--- src/design/packed_quaternion_decoder_assert.svh ---
// Assertion macros shared by the packed quaternion decoder RTL.
`ifndef PACKED_QUATERNION_DECODER_ASSERT_SVH
`define PACKED_QUATERNION_DECODER_ASSERT_SVH

// Same-cycle implication, sampled on clk, off while rst is high.
`define PQD_ASSERT_HOLDS(label, ante, cons, msg) \
  label: assert property (@(posedge clk) disable iff (rst) (ante) |-> (cons)) \
    else $error(msg);

// Next-cycle implication, sampled on clk, off while rst is high.
`define PQD_ASSERT_NEXT(label, ante, cons, msg) \
  label: assert property (@(posedge clk) disable iff (rst) (ante) |=> (cons)) \
    else $error(msg);

`endif

--- src/design/pqd_pkg.sv ---
// Shared constants and types for the packed quaternion decoder.
`default_nettype none

package pqd_pkg;

  localparam int FRAC_BITS_DEF = 16;
  localparam int WORD_W        = 48;
  localparam int CODE_W        = 15;
  localparam int NUM_CODES     = 3;
  localparam int IDX_W         = 2;
  localparam int SCALE_W       = 32;
  localparam int OUT_W         = 18;

  localparam int CODE_A_LSB = 32;
  localparam int CODE_B_LSB = 17;
  localparam int CODE_C_LSB = 2;

  localparam logic [CODE_W-1:0]  CODE_BIAS = 15'd16383;
  // 0.707107 in Q0.32, rounded to nearest
  localparam logic [SCALE_W-1:0] SCALE_Q32 = 32'd3037001440;

  localparam int               OUT_MAX      = 131071;
  localparam int               OUT_MIN_MAG  = 131072;
  localparam logic [OUT_W-1:0] OUT_MAX_CODE = 18'h1FFFF;
  localparam logic [OUT_W-1:0] OUT_MIN_CODE = 18'h20000;

  // position of the omitted (largest) element
  localparam logic [IDX_W-1:0] IDX_Q0 = 2'd0;
  localparam logic [IDX_W-1:0] IDX_Q1 = 2'd1;
  localparam logic [IDX_W-1:0] IDX_Q2 = 2'd2;
  localparam logic [IDX_W-1:0] IDX_Q3 = 2'd3;

  typedef struct packed {
    logic                 vld;
    logic [IDX_W-1:0]     idx;
    logic [NUM_CODES-1:0] neg;
    logic                 clamped;
  } pqd_ctl_t;

endpackage

`default_nettype wire

--- src/design/pqd_decode.sv ---
// Code unpacking, scale multiply and rounding (two stages).
`default_nettype none

module pqd_decode #(
  parameter int FRAC_BITS = pqd_pkg::FRAC_BITS_DEF
) (
  input  wire logic                                         clk,
  input  wire logic                                         rst,
  input  wire logic                                         en,
  input  wire logic                                         vld_i,
  input  wire logic [pqd_pkg::WORD_W-1:0]                   word_i,
  output pqd_pkg::pqd_ctl_t                                 ctl_o,
  output logic      [pqd_pkg::NUM_CODES-1:0][FRAC_BITS-1:0] mag_o
);
  import pqd_pkg::*;

  localparam int SHIFT  = 46 - FRAC_BITS;
  localparam int MAG_W  = FRAC_BITS;
  localparam int PROD_W = CODE_W + SCALE_W;
  localparam logic [PROD_W:0] HALF = (PROD_W+1)'(1) << (SHIFT - 1);

  logic [NUM_CODES-1:0][CODE_W-1:0] code;
  logic [NUM_CODES-1:0][CODE_W-1:0] dmag;
  logic [NUM_CODES-1:0]             neg_n;
  logic [NUM_CODES-1:0][PROD_W-1:0] prod_next;
  logic [NUM_CODES-1:0][PROD_W:0]   rsum;

  pqd_ctl_t                         ctl1;
  logic [NUM_CODES-1:0][PROD_W-1:0] prod;

  assign code[0] = word_i[CODE_A_LSB +: CODE_W];
  assign code[1] = word_i[CODE_B_LSB +: CODE_W];
  assign code[2] = word_i[CODE_C_LSB +: CODE_W];

  // |code - bias| fits 15 bits (max 16384)
  always_comb begin
    for (int i = 0; i < NUM_CODES; i++) begin
      neg_n[i]     = code[i] < CODE_BIAS;
      dmag[i]      = neg_n[i] ? (CODE_BIAS - code[i]) : (code[i] - CODE_BIAS);
      prod_next[i] = PROD_W'(dmag[i]) * PROD_W'(SCALE_Q32);
      rsum[i]      = {1'b0, prod[i]} + HALF;
    end
  end

  always_ff @(posedge clk) begin
    if (rst) begin
      ctl1.vld  <= 1'b0;
      ctl_o.vld <= 1'b0;
    end else if (en) begin
      ctl1.vld     <= vld_i;
      ctl1.idx     <= word_i[IDX_W-1:0];
      ctl1.neg     <= neg_n;
      ctl1.clamped <= 1'b0;
      prod         <= prod_next;
      ctl_o        <= ctl1;
      for (int i = 0; i < NUM_CODES; i++) begin
        mag_o[i] <= rsum[i][SHIFT +: MAG_W];
      end
    end
  end

endmodule

`default_nettype wire

--- src/design/pqd_square_sum.sv ---
// Squares of the three magnitudes, then sum and radicand with clamp (two stages).
`default_nettype none

module pqd_square_sum #(
  parameter int FRAC_BITS = pqd_pkg::FRAC_BITS_DEF
) (
  input  wire logic                                         clk,
  input  wire logic                                         rst,
  input  wire logic                                         en,
  input  pqd_pkg::pqd_ctl_t                                 ctl_i,
  input  wire logic [pqd_pkg::NUM_CODES-1:0][FRAC_BITS-1:0] mag_i,
  output pqd_pkg::pqd_ctl_t                                 ctl_o,
  output logic      [pqd_pkg::NUM_CODES-1:0][FRAC_BITS-1:0] mag_o,
  output logic      [2*FRAC_BITS+1:0]                       rad_o
);
  import pqd_pkg::*;

  localparam int MAG_W = FRAC_BITS;
  localparam int SQ_W  = 2 * FRAC_BITS;
  localparam int SUM_W = SQ_W + 2;
  localparam logic [SUM_W-1:0] ONE = SUM_W'(1) << SQ_W;

  pqd_ctl_t                        ctl_c;
  pqd_ctl_t                        ctl_next;
  logic [NUM_CODES-1:0][MAG_W-1:0] mag_c;
  logic [NUM_CODES-1:0][SQ_W-1:0]  sq;
  logic [SUM_W-1:0]                sum;
  logic                            over;

  assign sum  = SUM_W'(sq[0]) + SUM_W'(sq[1]) + SUM_W'(sq[2]);
  assign over = sum > ONE;

  // control word with the clamp flag filled in
  always_comb begin
    ctl_next         = ctl_c;
    ctl_next.clamped = over;
  end

  always_ff @(posedge clk) begin
    if (rst) begin
      ctl_c.vld <= 1'b0;
      ctl_o.vld <= 1'b0;
    end else if (en) begin
      ctl_c <= ctl_i;
      mag_c <= mag_i;
      for (int i = 0; i < NUM_CODES; i++) begin
        sq[i] <= SQ_W'(mag_i[i]) * SQ_W'(mag_i[i]);
      end
      ctl_o <= ctl_next;
      mag_o <= mag_c;
      rad_o <= over ? '0 : (ONE - sum);
    end
  end

endmodule

`default_nettype wire

--- src/design/pqd_sqrt.sv ---
// Digit-by-digit integer square root, one root bit per pipeline stage.
`default_nettype none

module pqd_sqrt #(
  parameter int FRAC_BITS = pqd_pkg::FRAC_BITS_DEF
) (
  input  wire logic                                         clk,
  input  wire logic                                         rst,
  input  wire logic                                         en,
  input  pqd_pkg::pqd_ctl_t                                 ctl_i,
  input  wire logic [pqd_pkg::NUM_CODES-1:0][FRAC_BITS-1:0] mag_i,
  input  wire logic [2*FRAC_BITS+1:0]                       rad_i,
  output pqd_pkg::pqd_ctl_t                                 ctl_o,
  output logic      [pqd_pkg::NUM_CODES-1:0][FRAC_BITS-1:0] mag_o,
  output logic      [FRAC_BITS:0]                           root_o,
  output logic      [FRAC_BITS+2:0]                         rem_o
);
  import pqd_pkg::*;

  localparam int MAG_W = FRAC_BITS;
  localparam int N     = FRAC_BITS + 1;   // root bits = stages
  localparam int RAD_W = 2 * N;
  localparam int REM_W = N + 2;
  localparam int TRY_W = REM_W + 2;

  pqd_ctl_t                        ctl_q  [N];
  logic [NUM_CODES-1:0][MAG_W-1:0] mag_q  [N];
  logic [RAD_W-1:0]                rad_q  [N];
  logic [REM_W-1:0]                rem_q  [N];
  logic [N-1:0]                    root_q [N];

  logic [RAD_W-1:0] src_rad  [N];
  logic [REM_W-1:0] src_rem  [N];
  logic [N-1:0]     src_root [N];
  logic [TRY_W-1:0] trial    [N];
  logic [TRY_W-1:0] tgt      [N];
  logic [TRY_W-1:0] diff     [N];
  logic [N-1:0]     ge;

  always_comb begin
    src_rad[0]  = rad_i;
    src_rem[0]  = '0;
    src_root[0] = '0;
    for (int k = 1; k < N; k++) begin
      src_rad[k]  = rad_q[k-1];
      src_rem[k]  = rem_q[k-1];
      src_root[k] = root_q[k-1];
    end
    for (int k = 0; k < N; k++) begin
      trial[k] = {src_rem[k], src_rad[k][RAD_W-1 -: 2]};
      tgt[k]   = {{(TRY_W-N-2){1'b0}}, src_root[k], 2'b01};
      diff[k]  = trial[k] - tgt[k];
      ge[k]    = trial[k] >= tgt[k];
    end
  end

  always_ff @(posedge clk) begin
    if (rst) begin
      for (int k = 0; k < N; k++) begin
        ctl_q[k].vld <= 1'b0;
      end
    end else if (en) begin
      ctl_q[0] <= ctl_i;
      mag_q[0] <= mag_i;
      for (int k = 1; k < N; k++) begin
        ctl_q[k] <= ctl_q[k-1];
        mag_q[k] <= mag_q[k-1];
      end
      for (int k = 0; k < N; k++) begin
        rad_q[k]  <= {src_rad[k][RAD_W-3:0], 2'b00};
        rem_q[k]  <= ge[k] ? diff[k][REM_W-1:0] : trial[k][REM_W-1:0];
        root_q[k] <= {src_root[k][N-2:0], ge[k]};
      end
    end
  end

  assign ctl_o  = ctl_q[N-1];
  assign mag_o  = mag_q[N-1];
  assign root_o = root_q[N-1];
  assign rem_o  = rem_q[N-1];

endmodule

`default_nettype wire

--- src/design/packed_quaternion_decoder.sv ---
// Top level: input skid, decode pipeline, root rounding and output register.
//
// Packed quaternion decoder (smallest-three, 15-bit codes).
// Input channel: packed_word with word_valid / word_stall. One item is taken
//   at a clock edge where word_valid is high and word_stall is low.
// Output channel: component_0..3 and radicand_clamped with quat_valid /
//   quat_stall. One result item per input item, in order.
// Throughput: one item per cycle sustained, limited by nothing but the
//   handshakes; every stage is registered and the root is one bit a stage.
// Registers: FRAC_BITS+6 in the path to quat_valid: 2 decode, 2 square/sum,
//   FRAC_BITS+1 root, 1 output.
// Stall: a stall on the output freezes the whole pipeline. word_stall comes
//   from a one-entry skid register, so it is a flop output and the item that
//   arrives in the freeze cycle is held there, not lost.
// Reset (rst, synchronous): clears all valid bits and the skid; no item is
//   in flight afterwards. The pad bit (bit 47) is ignored.
`default_nettype none

module packed_quaternion_decoder #(
  parameter int FRAC_BITS = pqd_pkg::FRAC_BITS_DEF
) (
  input  wire logic                                clk,
  input  wire logic                                rst,
  input  wire logic                                word_valid,
  output logic                                     word_stall,
  input  wire logic [pqd_pkg::WORD_W-1:0]          packed_word,
  output logic                                     quat_valid,
  input  wire logic                                quat_stall,
  output logic signed [pqd_pkg::OUT_W-1:0]         component_0,
  output logic signed [pqd_pkg::OUT_W-1:0]         component_1,
  output logic signed [pqd_pkg::OUT_W-1:0]         component_2,
  output logic signed [pqd_pkg::OUT_W-1:0]         component_3,
  output logic                                     radicand_clamped
);
  import pqd_pkg::*;

  localparam int MAG_W  = FRAC_BITS;
  localparam int ROOT_W = FRAC_BITS + 1;
  localparam int REM_W  = ROOT_W + 2;
  localparam int RAD_W  = 2 * ROOT_W;
  localparam int CMP_W  = ((MAG_W + 1 > OUT_W) ? MAG_W + 1 : OUT_W) + 1;
  localparam logic [ROOT_W-1:0] ROOT_MAX = ROOT_W'(1) << FRAC_BITS;

  // whole pipeline moves unless a finished result is being held back
  logic adv;
  assign adv = !quat_valid || !quat_stall;

  // skid: catches the item offered in a frozen cycle
  logic              skid_vld;
  logic [WORD_W-1:0] skid_word;
  logic              src_vld;
  logic [WORD_W-1:0] src_word;

  assign word_stall = skid_vld;
  assign src_vld    = skid_vld || word_valid;
  assign src_word   = skid_vld ? skid_word : packed_word;

  always_ff @(posedge clk) begin
    if (rst) begin
      skid_vld <= 1'b0;
    end else if (adv) begin
      skid_vld <= 1'b0;
    end else if (word_valid && !skid_vld) begin
      skid_vld  <= 1'b1;
      skid_word <= packed_word;
    end
  end

  pqd_ctl_t                        dec_ctl;
  logic [NUM_CODES-1:0][MAG_W-1:0] dec_mag;
  pqd_ctl_t                        sum_ctl;
  logic [NUM_CODES-1:0][MAG_W-1:0] sum_mag;
  logic [RAD_W-1:0]                sum_rad;
  pqd_ctl_t                        sq_ctl;
  logic [NUM_CODES-1:0][MAG_W-1:0] sq_mag;
  logic [ROOT_W-1:0]               sq_root;
  logic [REM_W-1:0]                sq_rem;

  pqd_decode #(.FRAC_BITS(FRAC_BITS)) u_decode (
    .clk    (clk),
    .rst    (rst),
    .en     (adv),
    .vld_i  (src_vld),
    .word_i (src_word),
    .ctl_o  (dec_ctl),
    .mag_o  (dec_mag)
  );

  pqd_square_sum #(.FRAC_BITS(FRAC_BITS)) u_square_sum (
    .clk   (clk),
    .rst   (rst),
    .en    (adv),
    .ctl_i (dec_ctl),
    .mag_i (dec_mag),
    .ctl_o (sum_ctl),
    .mag_o (sum_mag),
    .rad_o (sum_rad)
  );

  pqd_sqrt #(.FRAC_BITS(FRAC_BITS)) u_sqrt (
    .clk    (clk),
    .rst    (rst),
    .en     (adv),
    .ctl_i  (sum_ctl),
    .mag_i  (sum_mag),
    .rad_i  (sum_rad),
    .ctl_o  (sq_ctl),
    .mag_o  (sq_mag),
    .root_o (sq_root),
    .rem_o  (sq_rem)
  );

  // sign-magnitude to 18-bit two's complement, saturating
  function automatic logic [OUT_W-1:0] saturate(input logic [CMP_W-1:0] m,
                                                input logic neg);
    logic [OUT_W-1:0] r;
    if (!neg) begin
      r = (m > CMP_W'(OUT_MAX)) ? OUT_MAX_CODE : m[OUT_W-1:0];
    end else begin
      r = (m > CMP_W'(OUT_MIN_MAG)) ? OUT_MIN_CODE : (~m[OUT_W-1:0] + 1'b1);
    end
    return r;
  endfunction

  // round root to nearest: bump when remainder exceeds root
  logic [ROOT_W:0]              root_rnd;
  logic [OUT_W-1:0]             root_out;
  logic [NUM_CODES-1:0][OUT_W-1:0] val_out;
  logic [OUT_W-1:0]             q0_next;
  logic [OUT_W-1:0]             q1_next;
  logic [OUT_W-1:0]             q2_next;
  logic [OUT_W-1:0]             q3_next;

  assign root_rnd = (ROOT_W+1)'(sq_root)
                  + (ROOT_W+1)'(sq_rem > REM_W'(sq_root));
  assign root_out = saturate(CMP_W'(root_rnd), 1'b0);

  always_comb begin
    for (int i = 0; i < NUM_CODES; i++) begin
      val_out[i] = saturate(CMP_W'(sq_mag[i]), sq_ctl.neg[i]);
    end
  end

  // omitted element takes the root; decoded values fill the rest in order
  always_comb begin
    unique case (sq_ctl.idx)
      IDX_Q0: begin
        q0_next = root_out;   q1_next = val_out[0];
        q2_next = val_out[1]; q3_next = val_out[2];
      end
      IDX_Q1: begin
        q0_next = val_out[0]; q1_next = root_out;
        q2_next = val_out[1]; q3_next = val_out[2];
      end
      IDX_Q2: begin
        q0_next = val_out[0]; q1_next = val_out[1];
        q2_next = root_out;   q3_next = val_out[2];
      end
      IDX_Q3: begin
        q0_next = val_out[0]; q1_next = val_out[1];
        q2_next = val_out[2]; q3_next = root_out;
      end
    endcase
  end

  // output register: holds while stalled since adv is low
  always_ff @(posedge clk) begin
    if (rst) begin
      quat_valid <= 1'b0;
    end else if (adv) begin
      quat_valid       <= sq_ctl.vld;
      component_0      <= $signed(q0_next);
      component_1      <= $signed(q1_next);
      component_2      <= $signed(q2_next);
      component_3      <= $signed(q3_next);
      radicand_clamped <= sq_ctl.clamped;
    end
  end

  `include "packed_quaternion_decoder_assert.svh"

  `PQD_ASSERT_HOLDS(a_clamp_zero_root, sq_ctl.vld && sq_ctl.clamped, sq_root == '0, "root set")
  `PQD_ASSERT_HOLDS(a_root_bound, sq_ctl.vld, sq_root <= ROOT_MAX, "root above one")
  `PQD_ASSERT_HOLDS(a_skid_fill, $rose(skid_vld), !$past(adv), "skid filled while pipeline moving")
  `PQD_ASSERT_NEXT(a_skid_hold, skid_vld && !adv, skid_vld && $stable(skid_word), "skid item lost")

endmodule

`default_nettype wire
--- config.mk ---
export PLATFORM = sky130hd
export DESIGN_NAME = packed_quaternion_decoder
export DESIGN_NICKNAME = d
export VERILOG_FILES = /design/src/design/pqd_pkg.sv /design/src/design/pqd_decode.sv /design/src/design/pqd_square_sum.sv /design/src/design/pqd_sqrt.sv /design/src/design/packed_quaternion_decoder.sv
export VERILOG_INCLUDE_DIRS = /design/src /design/src/design
export SDC_FILE = /design/constraint.sdc
export NUM_CORES = 2
export LEC_CHECK = 0
export BUFFER_PORTS_ARGS = -buffer_cell sky130_fd_sc_hd__buf_2
export CORE_MARGIN = 1.5
export CORE_UTILIZATION = 55
export CTS_CLUSTER_SIZE = 28
export DETAILED_ROUTE_END_ITERATION = 10
export PLACE_DENSITY = 0.69
export SETUP_SLACK_MARGIN = 0.02
export SLEW_MARGIN = 20
export SYNTH_ARGS = -nofsm -noshare
export SYNTH_HDL_FRONTEND = slang
export SYNTH_SLANG_ARGS = --single-unit
--- constraint.sdc ---
create_clock -name clk -period 79.4 [get_ports clk]
set_input_delay 3.97 -clock clk [delete_from_list [all_inputs] [get_ports clk]]
set_output_delay 3.97 -clock clk [all_outputs]
set_load 0.1 [all_outputs]
==> results.md <==
* Status: finished, final reports clean
* Die Y at roughly 480 µm
* Dominant cells by area after synthesis: edfxtp_1 (51%), fa_1 (14%), ha_1 (11%)
* Final Core Density at about three fifths
* Cell variety after synth at 97
* Share of the synthesized area in the top cell type at between 50 and 60%
* Wirelength per Cell at ~18 µm
* Fill count at 17,306
* Post-cts resize count at 0
* First-pass GRT wire length at 382,000 µm
* Crit start category: input pin
* Total Nets Final at 11,679
* Worst-Margin Slew at 1.21 ns
* Detailed-route via count at 68,787
* Synthesized instance count at 9,502
* Reg area at 63,800 µm²
* Drt pass-1 iters at 7
* CP endpoint kind: flip-flop
* Vias in the first global route at 71,711
* Num rows at between 150 and 200
* CP Class: in -> reg
* Initial antenna violation count at 14
* Most used cell along the critical path: fa_1
* Syn_nets at between 10,000 and 15,000
* Area leader, netlist: edfxtp_1
* Final HPWL DP at 182,000 µm
* Post-CTS setup buffers at 0
* Max_cap viols at 0
* Final Hold Vio Count at 0
* Initial Util at 55.2%
* Clk Latency, worst-skew pair at 0.87 ns
* Largest net degree at the start of global routing at roughly 220
* DRT iter0 DRCs at 4,141
* CP max stage delay at slightly above 0.7 ns
* Final wirelength at 237,000 µm
* IO Pins at 127
* Final Skew at around 0.088 ns
* # clock sinks at 2,127
* CTS H-tree depth at 4
* Clk buf depth at 3
* CTS hold repair buffers at 0
* RSZ-0062 raised after global routing: false
* EDFF count, synth at 2,121
* Number of CTS-inserted buffers at about 210
* Post-DRT Antenna Nets at 0
* CORE AREA at 224,000 µm²
* Hold WC Path Type: reg -> reg
* FF+latch count, synth at 2,127
* FFs w/ async S/R, synth at 0%
* Port-buffer cells at 125
* CTS tree: done
* Clk pin slew, worst setup/hold paths at 0.06 ns
* Sequential share of the synthesized area at 51.5%
* Syn Std Cell Area at 124,000 µm²
* DRC at 0
* TNS Setup at 0 ns
* Req. time, crit path at 79.99 ns
* Critical Path AT at 13.89 ns
* Layout cell share with drive strength beyond 1 at 6.22%
* Clock period minus worst slack at 13.29 ns
* Die Footprint at around 230,000 µm²
* Clock root cell: clkbuf_16
* Routability cong. at 0.914
* Multi-input gate area at 54,400 µm²
* GRT Total Usage at 21.2%
* Synth Warn # at 0
* Most frequent cells in the layout: edfxtp_1 (2,121), inv_1 (1,390), ha_1 (1,044), fa_1 (854), nand2_1 (523)
* Area grow syn2layout at 9.11%
* Max Freq at 75.2 MHz
* Commonest non-fill, non-tap cell in the layout: edfxtp_1
* Via/cell ratio at 5.33
* Chip width at between 400 and 500 µm
* Main flop type after synthesis: edfxtp_1
* Avg Inst Size Synth at about 13 µm²
* Final period utilization at about 17%
* Setup violations, final at 0
* Slew HR at roughly 19%
* Slowest cell on crit path: a2111oi_0
* Max Slew Vio Count at 0
* GR Overflow Total at 0
* Worst-path fanout max at 11
routing by layer:
layer,vias to the layer above,wire [µm],GRT usage (%)
li1,33328,-,-
met1,33864,101000,27.2
met2,1205,121000,37.3
met3,386,9030,2.81
met4,4,7050,6.77
met5,-,24,0
state kept, by name (all words and copies together) (netlist names):
| signal | count |
|---|---|
| u_square_sum.mag_c | 45 |
| u_square_sum.mag_o | 48 |
| u_sqrt.root_q | 153 |
| u_sqrt.rad_q | 272 |
| u_square_sum.sq | 93 |
| u_square_sum.rad_o | 34 |
| u_square_sum.ctl_c | 6 |
| skid_word | 47 |
| component_3 | 18 |
| word_stall | 1 |
| component_2 | 18 |
| u_decode.prod | 51 |
| component_0 | 18 |
| component_1 | 18 |
| u_sqrt.mag_q | 816 |
| radicand_clamped | 1 |
| u_decode.ctl1 | 6 |
| u_decode.mag_o | 48 |
| u_square_sum.ctl_o | 7 |
| u_sqrt.rem_q | 301 |
| u_decode.ctl_o | 6 |
| u_sqrt.ctl_q | 119 |
| quat_valid | 1 |
worst max-delay path, delay by kind of cell:
| kind | cells | cell delay (ns) |
|---|---|---|
| compound gates | 11 | 3.48 |
| fa+ha+maj | 7 | 3.48 |
| xor+xnor | 2 | 0.74 |
| simple gates | 6 | 1.72 |
| buf+inv | 5 | 0.50 |
metrics by stage:
step | instances | setup slack [ns] | hold slack, ns | cell area (µm²)
global placement | 12510 | 65.30 | 0.400 | 128000
global route | 12895 | 65.37 | 0.358 | 135000
finish | 12901 | 66.11 | 0.356 | 135000
floorplan | 9502 | 14.40 | 0.400 | 124000
detailed placement | 12510 | 65.19 | 0.405 | 128000
CTS | 12893 | 66.11 | 0.352 | 135000
layout make-up:
class                           count  area share, %
Inverter                         1391           3.86
Timing Repair Buffer              180          0.822
Clock inverter                    132           1.17
Tap cell                         2992           2.77
Sequential cell                  2127           47.2
Antenna cell                        7         0.0129
Multi-Input combinational cell   5821           40.2
Clock buffer                      251           4.00
worst paths after layout:
kind / startpoint / endpoint / cells past startpoint / slack [ns]
max: packed_word[5] / u_decode.prod[138]$_DFFE_PP_ / 31 / 66.11
min reg2reg: u_sqrt.mag_q[0][138]$_DFFE_PP_ / u_sqrt.mag_q[0][186]$_DFFE_PP_ / 0 / 0.36
min: u_sqrt.mag_q[0][138]$_DFFE_PP_ / u_sqrt.mag_q[0][186]$_DFFE_PP_ / 0 / 0.36
max reg2reg: word_stall$_SDFFE_PP0P_ / u_decode.prod[138]$_DFFE_PP_ / 30 / 67.99
kinds of logic after synthesis:
family | synth area share, %
DFF | 51.5
and+or+nand+nor | 8.17
adders and majority gates | 24.3
buffers and inverters | 4.73
AOI/OAI and AO/OA | 6.05
xor gates and xnor gates | 4.25
muxes | 1.01
other | 0.00302
cells in the mapped netlist, types with 124 or more instances:
library cell and instances:
and2_1 319, clkbuf_1 143, xnor2_1 375, nand3_1 124
xor2_1 227, a21o_1 141, nand2_1 524, nor2_1 486
o21ai_0 236, ha_1 1044, edfxtp_1 2121, a21oi_1 365
inv_1 1390, fa_1 854
Power is left out: the tool's default activity adds up to more than one toggle a clock period on the data nets, which glitch-free logic cannot reach.
